===== src/hdl/rgb_to_hsl_pixel_macros.svh =====
// Assertion macros for the RGB to HSL pixel converter.
`ifndef RGB_TO_HSL_PIXEL_MACROS_SVH
`define RGB_TO_HSL_PIXEL_MACROS_SVH
`ifndef SYNTH
`define RTH_ASSERT_IMPLY(lbl, a, b) \
    lbl: assert property (@(posedge i_clk) disable iff (!i_rst_n) (a) |-> (b)) \
        else $error("assertion failed");
`define RTH_ASSERT_NEXT(lbl, a, b) \
    lbl: assert property (@(posedge i_clk) disable iff (!i_rst_n) (a) |=> (b)) \
        else $error("assertion failed");
`else
`define RTH_ASSERT_IMPLY(lbl, a, b)
`define RTH_ASSERT_NEXT(lbl, a, b)
`endif
`endif


===== src/hdl/rth_pkg.sv =====
// Shared constants and types of the RGB to HSL converter.
`timescale 1ns / 1ps
package rth_pkg;
    localparam int CB = 8;                 // channel bits
    localparam int FW = 8;                 // output field width
    localparam int NW = 2 * CB + 4;        // dividend width
    localparam int DW = CB + 4;            // divisor width
    localparam int HW = CB + 3;            // hue numerator width
    localparam logic [CB-1:0] M = {CB{1'b1}};

    typedef enum logic [1:0] {
        SEL_RED   = 2'd0,
        SEL_GREEN = 2'd1,
        SEL_BLUE  = 2'd2
    } t_sel;

    typedef struct packed {
        logic [FW-1:0] alpha;
        logic [CB-1:0] lig;
        logic          grey;
    } t_side;

    typedef struct packed {
        logic [NW-1:0] hue_num;
        logic [DW-1:0] hue_den;
        logic [NW-1:0] sat_num;
        logic [DW-1:0] sat_den;
    } t_divin;
endpackage


===== src/hdl/rgb_to_hsl_pixel.sv =====
// RGB to HSL pixel converter, top level.
// Path: an accepted input passes the rth_stats front stages, then the divider stages, to output valid.
// Throughput: one item per clock; the pipeline advances whenever the output
//   register is empty or being taken, so a stall holds every stage in place.
// Reset: synchronous active-low i_rst_n clears all valid bits; data regs keep
//   their contents.
`timescale 1ns / 1ps
`include "rgb_to_hsl_pixel_macros.svh"
module rgb_to_hsl_pixel (
    input  logic        i_clk,
    input  logic        i_rst_n,
    input  logic        i_s_axis_tvalid,
    output logic        o_s_axis_tready,
    // [7:0] red_in, [15:8] green_in, [23:16] blue_in, [31:24] alpha_in
    input  logic [31:0] i_s_axis_tdata,
    output logic        o_m_axis_tvalid,
    input  logic        i_m_axis_tready,
    // [7:0] hue_out, [15:8] saturation_out, [23:16] lightness_out, [31:24] alpha_out
    output logic [31:0] o_m_axis_tdata
);
    localparam int CB = rth_pkg::CB;
    localparam int FW = rth_pkg::FW;

    logic            w_en;
    logic            w_st_vld;
    rth_pkg::t_side  w_st_side;
    rth_pkg::t_divin w_st_div;
    logic [CB-1:0]   w_hue_q, w_sat_q;

    // Sideband travels beside the divider stages.
    logic [CB-1:0]   r_vld;
    rth_pkg::t_side  r_side [CB];

    // Advance the whole pipe when the output slot is free or being drained.
    assign w_en = !o_m_axis_tvalid || i_m_axis_tready;
    assign o_s_axis_tready = w_en;

    rth_stats u_stats (
        .i_clk   (i_clk),
        .i_rst_n (i_rst_n),
        .i_en    (w_en),
        .i_valid (i_s_axis_tvalid),
        .i_red   (i_s_axis_tdata[7:0]),
        .i_green (i_s_axis_tdata[15:8]),
        .i_blue  (i_s_axis_tdata[23:16]),
        .i_alpha (i_s_axis_tdata[31:24]),
        .o_valid (w_st_vld),
        .o_side  (w_st_side),
        .o_div   (w_st_div)
    );

    // Hue: (2hM + 6d) / 12d.
    rth_div u_div_hue (
        .i_clk (i_clk),
        .i_en  (w_en),
        .i_num (w_st_div.hue_num),
        .i_den (w_st_div.hue_den),
        .o_quo (w_hue_q)
    );

    // Saturation: (2dM + sden) / 2sden.
    rth_div u_div_sat (
        .i_clk (i_clk),
        .i_en  (w_en),
        .i_num (w_st_div.sat_num),
        .i_den (w_st_div.sat_den),
        .o_quo (w_sat_q)
    );

    always_ff @(posedge i_clk) begin
        if (!i_rst_n) begin
            r_vld <= '0;
        end else if (w_en) begin
            r_vld <= {r_vld[CB-2:0], w_st_vld};
        end
    end

    always_ff @(posedge i_clk) begin
        if (w_en) begin
            r_side[0] <= w_st_side;
            for (int i = 1; i < CB; i++) begin
                r_side[i] <= r_side[i-1];
            end
        end
    end

    // Force hue and saturation to zero for grey pixels, whose hue divisor is zero.
    assign o_m_axis_tvalid = r_vld[CB-1];
    assign o_m_axis_tdata = {
        r_side[CB-1].alpha,
        FW'(r_side[CB-1].lig),
        r_side[CB-1].grey ? {FW{1'b0}} : FW'(w_sat_q),
        r_side[CB-1].grey ? {FW{1'b0}} : FW'(w_hue_q)
    };

    // A colored pixel never rounds saturation to zero, so nonzero hue implies it.
    `RTH_ASSERT_IMPLY(a_hue_sat, o_m_axis_tvalid && |o_m_axis_tdata[7:0], |o_m_axis_tdata[15:8])
    // A result still waiting stays valid.
    `RTH_ASSERT_NEXT(a_out_held, o_m_axis_tvalid && !i_m_axis_tready, o_m_axis_tvalid)
    // A held result blocks the input side.
    `RTH_ASSERT_IMPLY(a_no_accept_on_stall, o_m_axis_tvalid && !i_m_axis_tready, !o_s_axis_tready)
endmodule


===== src/hdl/rth_stats.sv =====
// Front stages: max/min, hue and saturation terms, divider operands.
`timescale 1ns / 1ps
module rth_stats (
    input  logic                   i_clk,
    input  logic                   i_rst_n,
    input  logic                   i_en,
    input  logic                   i_valid,
    input  logic [rth_pkg::FW-1:0] i_red,
    input  logic [rth_pkg::FW-1:0] i_green,
    input  logic [rth_pkg::FW-1:0] i_blue,
    input  logic [rth_pkg::FW-1:0] i_alpha,
    output logic                   o_valid,
    output rth_pkg::t_side         o_side,
    output rth_pkg::t_divin        o_div
);
    localparam int CB = rth_pkg::CB;
    localparam int HW = rth_pkg::HW;
    localparam int NW = rth_pkg::NW;
    localparam int DW = rth_pkg::DW;

    logic [CB-1:0] w_r, w_g, w_b, w_mx, w_mn;
    rth_pkg::t_sel w_sel;

    // stage 1
    logic [2:0]            r_vld;
    logic [CB-1:0]         r1_r, r1_g, r1_b, r1_mx, r1_mn;
    rth_pkg::t_sel         r1_sel;
    logic [rth_pkg::FW-1:0] r1_a;
    // stage 2
    logic [CB-1:0]         n_d;
    logic [CB:0]           n_s, n_sden;
    logic [HW-1:0]         n_h;
    logic [CB-1:0]         r2_d;
    logic [CB:0]           r2_sden;
    logic [HW-1:0]         r2_h;
    rth_pkg::t_side        r2_side;
    // stage 3
    rth_pkg::t_divin       n_div;
    rth_pkg::t_divin       r3_div;
    rth_pkg::t_side        r3_side;

    always_comb begin
        w_r = CB'(i_red);
        w_g = CB'(i_green);
        w_b = CB'(i_blue);
        w_mx = w_r;
        w_mn = w_r;
        w_sel = rth_pkg::SEL_RED;
        if (w_g > w_mx) begin
            w_mx = w_g;
            w_sel = rth_pkg::SEL_GREEN;
        end
        if (w_b > w_mx) begin
            w_mx = w_b;
            w_sel = rth_pkg::SEL_BLUE;
        end
        if (w_g < w_mn) w_mn = w_g;
        if (w_b < w_mn) w_mn = w_b;
    end

    always_comb begin
        n_d = r1_mx - r1_mn;
        n_s = {1'b0, r1_mx} + {1'b0, r1_mn};
        n_sden = (n_s < {1'b0, rth_pkg::M}) ? n_s : ({rth_pkg::M, 1'b0} - n_s);
        case (r1_sel)
            rth_pkg::SEL_RED: begin
                if (r1_g >= r1_b) n_h = HW'(r1_g) - HW'(r1_b);
                else n_h = HW'(6) * HW'(n_d) - (HW'(r1_b) - HW'(r1_g));
            end
            rth_pkg::SEL_GREEN: n_h = (HW'(n_d) << 1) + HW'(r1_b) - HW'(r1_r);
            default: n_h = (HW'(n_d) << 2) + HW'(r1_r) - HW'(r1_g);
        endcase
    end

    // Rounded quotient floor(N/D + 1/2) as floor((2N + D) / 2D).
    always_comb begin
        n_div.hue_num = (NW'(r2_h) << (CB + 1)) - (NW'(r2_h) << 1)
                        + NW'(6) * NW'(r2_d);
        n_div.hue_den = DW'(12) * DW'(r2_d);
        n_div.sat_num = (NW'(r2_d) << (CB + 1)) - (NW'(r2_d) << 1) + NW'(r2_sden);
        n_div.sat_den = DW'(r2_sden) << 1;
    end

    always_ff @(posedge i_clk) begin
        if (!i_rst_n) begin
            r_vld <= '0;
        end else if (i_en) begin
            r_vld <= {r_vld[1:0], i_valid};
        end
    end

    always_ff @(posedge i_clk) begin
        if (i_en) begin
            r1_r <= w_r;
            r1_g <= w_g;
            r1_b <= w_b;
            r1_mx <= w_mx;
            r1_mn <= w_mn;
            r1_sel <= w_sel;
            r1_a <= i_alpha;
            r2_d <= n_d;
            r2_sden <= n_sden;
            r2_h <= n_h;
            r2_side.alpha <= r1_a;
            r2_side.lig <= CB'((n_s + (CB+1)'(1)) >> 1);
            r2_side.grey <= (n_d == '0);
            r3_div <= n_div;
            r3_side <= r2_side;
        end
    end

    assign o_valid = r_vld[2];
    assign o_side  = r3_side;
    assign o_div   = r3_div;
endmodule


===== src/hdl/rth_div.sv =====
// Pipelined restoring divider, one quotient bit per stage.
`timescale 1ns / 1ps
module rth_div (
    input  logic                   i_clk,
    input  logic                   i_en,
    input  logic [rth_pkg::NW-1:0] i_num,
    input  logic [rth_pkg::DW-1:0] i_den,
    output logic [rth_pkg::CB-1:0] o_quo
);
    localparam int CB = rth_pkg::CB;
    localparam int NW = rth_pkg::NW;
    localparam int DW = rth_pkg::DW;

    logic [NW-1:0] r_rem [CB];
    logic [DW-1:0] r_den [CB];
    logic [CB-1:0] r_q   [CB];
    logic [NW-1:0] w_rem [CB];
    logic [DW-1:0] w_den [CB];
    logic [CB-1:0] w_q   [CB];
    logic [NW-1:0] n_rem [CB];
    logic [CB-1:0] n_q   [CB];

    always_comb begin
        w_rem[0] = i_num;
        w_den[0] = i_den;
        w_q[0]   = '0;
        for (int i = 1; i < CB; i++) begin
            w_rem[i] = r_rem[i-1];
            w_den[i] = r_den[i-1];
            w_q[i]   = r_q[i-1];
        end
    end

    // Quotient is known to stay below 2^CB, so the top bit is tried first.
    always_comb begin
        for (int i = 0; i < CB; i++) begin
            logic [NW-1:0] sh;
            logic          ge;
            sh = NW'(w_den[i]) << (CB - 1 - i);
            ge = (w_rem[i] >= sh);
            n_rem[i] = ge ? (w_rem[i] - sh) : w_rem[i];
            n_q[i] = {w_q[i][CB-2:0], ge};
        end
    end

    always_ff @(posedge i_clk) begin
        if (i_en) begin
            for (int i = 0; i < CB; i++) begin
                r_rem[i] <= n_rem[i];
                r_den[i] <= w_den[i];
                r_q[i]   <= n_q[i];
            end
        end
    end

    assign o_quo = r_q[CB-1];
endmodule

===== config.mk =====
export PLATFORM = sky130hd
export DESIGN_NAME = rgb_to_hsl_pixel
export DESIGN_NICKNAME = d
export VERILOG_FILES = /design/src/hdl/rth_pkg.sv /design/src/hdl/rgb_to_hsl_pixel.sv /design/src/hdl/rth_stats.sv /design/src/hdl/rth_div.sv
export VERILOG_INCLUDE_DIRS = /design/src /design/src/hdl
export SDC_FILE = /design/constraint.sdc
export NUM_CORES = 1
export LEC_CHECK = 0
export ABC_AREA = 1
export BUFFER_PORTS_ARGS = -buffer_cell sky130_fd_sc_hd__buf_2
export CAP_MARGIN = 40
export CORE_MARGIN = 2
export CORE_UTILIZATION = 51
export DETAILED_ROUTE_END_ITERATION = 7
export PLACE_DENSITY_LB_ADDON = 0.05
export SYNTH_ARGS = -nofsm -noshare
export SYNTH_HDL_FRONTEND = slang
export SYNTH_SLANG_ARGS = --single-unit

===== constraint.sdc =====
create_clock -name i_clk -period 16.3 [get_ports i_clk]
set_clock_uncertainty 0.1 [all_clocks]
set_input_delay 3.26 -clock i_clk [delete_from_list [all_inputs] [get_ports i_clk]]
set_output_delay 3.26 -clock i_clk [all_outputs]
set_load 0.005 [all_outputs]

==> impl_metrics.yaml <==
floorplanning:
  die_area_um2: 81000
  start_util: 0.517
  core_um2: 77700
  num_io_pins: 70
  die_w_um: 285
  rows: 102
  chipHeight_um: 285
synth:
  synth-edff-count: 767
  netlist_area_um2: 40200
  ys_types: 74
  postSynth.asyncResetShare: 0
  yosysSeqAreaShare: 0.579
  yosys_warnings: 0
  netlist_instances: 3592
  ys.flop_type: "edfxtp_1"
  synth_area_per_cell_um2: 11.2
  yosys_register_bits: 778
timing:
  slew-limit-headroom: 0.333
  setup_ws_ns: 8.15
  setup_tns_ns: 0
  rsz0062_at_grt: "false"
  holdWs_ns: 0.304
  worstMarginPinSlew_ns: 1.00
  max_freq_ghz: 0.123
  min_period_ns: 8.15
  fin_crit_sh: 0.500
  setup_violations: 0
  hold_viol: 0
  drv_slew: 0
run_status:
  outcome: "finished, final reports clean"
global_route:
  met3_usage: 0.0277
  grt_max_degree: 197
  grt_usage: 0.189
  grt_pass1_vias: 25228
  antenna_found_initial: 0
  grt_overflow: 0
  grt_util_met2: 0.365
  grt_util_met1: 0.201
  grt_pass1_wl_mm: 123
  top_usage_layer: "met2"
drt:
  first_pass_iters: 6
  wl_mm: 76.4
  postRouteAntennaNets: 0
  remaining_drc_errors: 0
  vias: 24805
  viasPerCell: 5.16
  wl_per_cell_um: 15.9
  drt_iter0_markers: 1282
worst_setup_path:
  slowest_delay_ns: 0.71
  reg2reg_setup_slack_ns: 11.03
  cp-end-kind: "output pin"
  path_cells: "buf_2 -> nor2_1 -> inv_8 -> buf_2"
  startpoint_type: "primary input"
  cp_max_fo: 71
  worstPathArrival_ns: 4.79
  critical_path.top_delay_family: "buffers and inverters"
  critical_path_required_ns: 12.94
  path_class: "in2out"
  cpMaxStageDelayCell: "nor2_1"
  cp_num_buf_inv: 3
  cpMostUsedCell: "buf_2"
cts:
  cts_post_setup_buffers_inserted: 0
  clockRootBuffer: "clkbuf_16"
  holdBufCountCts: 0
  numCtsBuffers: 83
  insertion_delay_ns: 0.64
  cts_max_path_buffers: 3
  cts_resized: 0
  path_clk_slew_ns: 0.06
  cts_max_level: 3
  cts_tree: "yes"
  cts.sinks: 778
finish:
  utilization: 0.569
  drive_gt1_frac: 0.0820
  diodes: 0
  nets: 4075
  area_delta_synth_final_pct: 10.1
worst_hold_path:
  holdCritPathClass: "reg2reg"
place:
  pre_cts_ws_ns: 8.16
  portBuffers: 69
  hpwl_mm: 58.0
  gp_congestion: 0.881
flow_run:
  max_cap_violations: 0
routing by layer:
| metal | part of all wire | vias to the layer above | wire length [µm] |
|---|---|---|---|
| met2 | 0.54 | 404 | 41200 |
| met4 | 0.040 | 0 | 3070 |
| met5 | 0 | - | 0 |
| met1 | 0.39 | 11577 | 29900 |
| li1 | - | 12658 | - |
| met3 | 0.030 | 166 | 2300 |
flip-flops by register name, summed over array words and instances (netlist names):
name	cells
u_stats.r_vld	3
u_stats.r1_sel	2
u_stats.r1_b	8
u_stats.r1_mx	8
u_stats.r2_d	7
u_stats.r2_side	17
u_stats.r2_h	11
u_stats.o_side	17
u_stats.o_div	56
u_div_hue.r_den	63
r_vld	8
u_div_hue.r_rem	133
u_div_sat.r_den	56
u_div_sat.r_rem	140
u_stats.r1_g	8
u_div_hue.r_q	36
u_stats.r2_sden	9
u_div_sat.r_q	36
r_side	136
u_stats.r1_a	8
u_stats.r1_mn	8
u_stats.r1_r	8
per-stage QoR:
stage	cell area [µm²]	instances
after CTS	44200	4806
after floorplan	40200	3593
final	44200	4807
after detailed placement	41700	4659
after global routing	44200	4807
after global placement	41600	4655
final cells by class:
class / count / area [µm²]
timing repair buffer: 83 / 513
clock buffer: 97 / 2130
multi-input combinational: 2237 / 14600
inverter: 522 / 1970
fill: 6375 / 33500
sequential: 778 / 23300
clock inverter: 50 / 425
tap: 1040 / 1300
kinds of logic (layout without fill, tap and decap cells):
kind of cell | count (synthesis) | in the layout | share of synthesized area
and+or+nand+nor | 1059 | 1059 | 0.117
adders and majority gates | 334 | 334 | 0.110
other | 1 | 2 | 0.0000933
AOI/OAI and AO/OA | 608 | 608 | 0.0855
xor gates and xnor gates | 232 | 232 | 0.0511
buffers and inverters | 578 | 752 | 0.0571
DFF | 778 | 778 | 0.579
muxes | 2 | 2 | 0.000529
Yosys cell counts (all sizes together) (33+ instances only):
cell / instances / area (µm²)
buf: 40 / 267
xnor2: 86 / 761
ha: 301 / 3770
fa: 33 / 661
nand2: 552 / 2130
edfxtp: 767 / 23000
nor2: 230 / 896
nand4: 36 / 231
xor2: 146 / 1290
nor3: 55 / 343
o21ai: 254 / 1320
a21oi: 253 / 1320
nand3: 124 / 646
inv: 520 / 1960
final timing paths:
kind                       startpoint                    to  cells after the start
setup / recovery      i_m_axis_tready       o_s_axis_tready                      4
setup reg to reg     u_stats.r1_mx[2]      u_stats.r2_h[10]                     27
hold reg to reg   u_div_sat.r_q[0][9]  u_div_sat.r_q[0][18]                      0
hold / removal    u_div_sat.r_q[0][9]  u_div_sat.r_q[0][18]                      0
cells in the final DEF (no fill, tap or decap), types with 5 or more instances in the layout:
master,instances
clkinv_1,17
nor3_2,9
dfxtp_1,11
nand3b_1,8
o221ai_1,6
inv_1,501
a21oi_1,246
a21o_1,14
nor2_1,221
buf_2,69
nand2_2,20
o21ai_1,60
o211ai_1,10
clkbuf_16,83
nand2_1,531
ha_1,301
nor3_1,44
o21bai_1,13
o21ai_0,182
and2_1,8
a31oi_1,9
nor2_2,7
nand3_2,5
clkinv_2,20
clkbuf_1,14
buf_4,8
xnor2_1,85
nand3_1,119
o31ai_1,6
edfxtp_1,767
fa_1,33
nand4_1,35
a211oi_1,11
nor4_1,24
xor2_1,144
inv_2,15
o21ai_2,11
or2_2,10
Power is left out: the tool's default activity adds up to more than one toggle a clock period on the data nets, which glitch-free logic cannot reach.
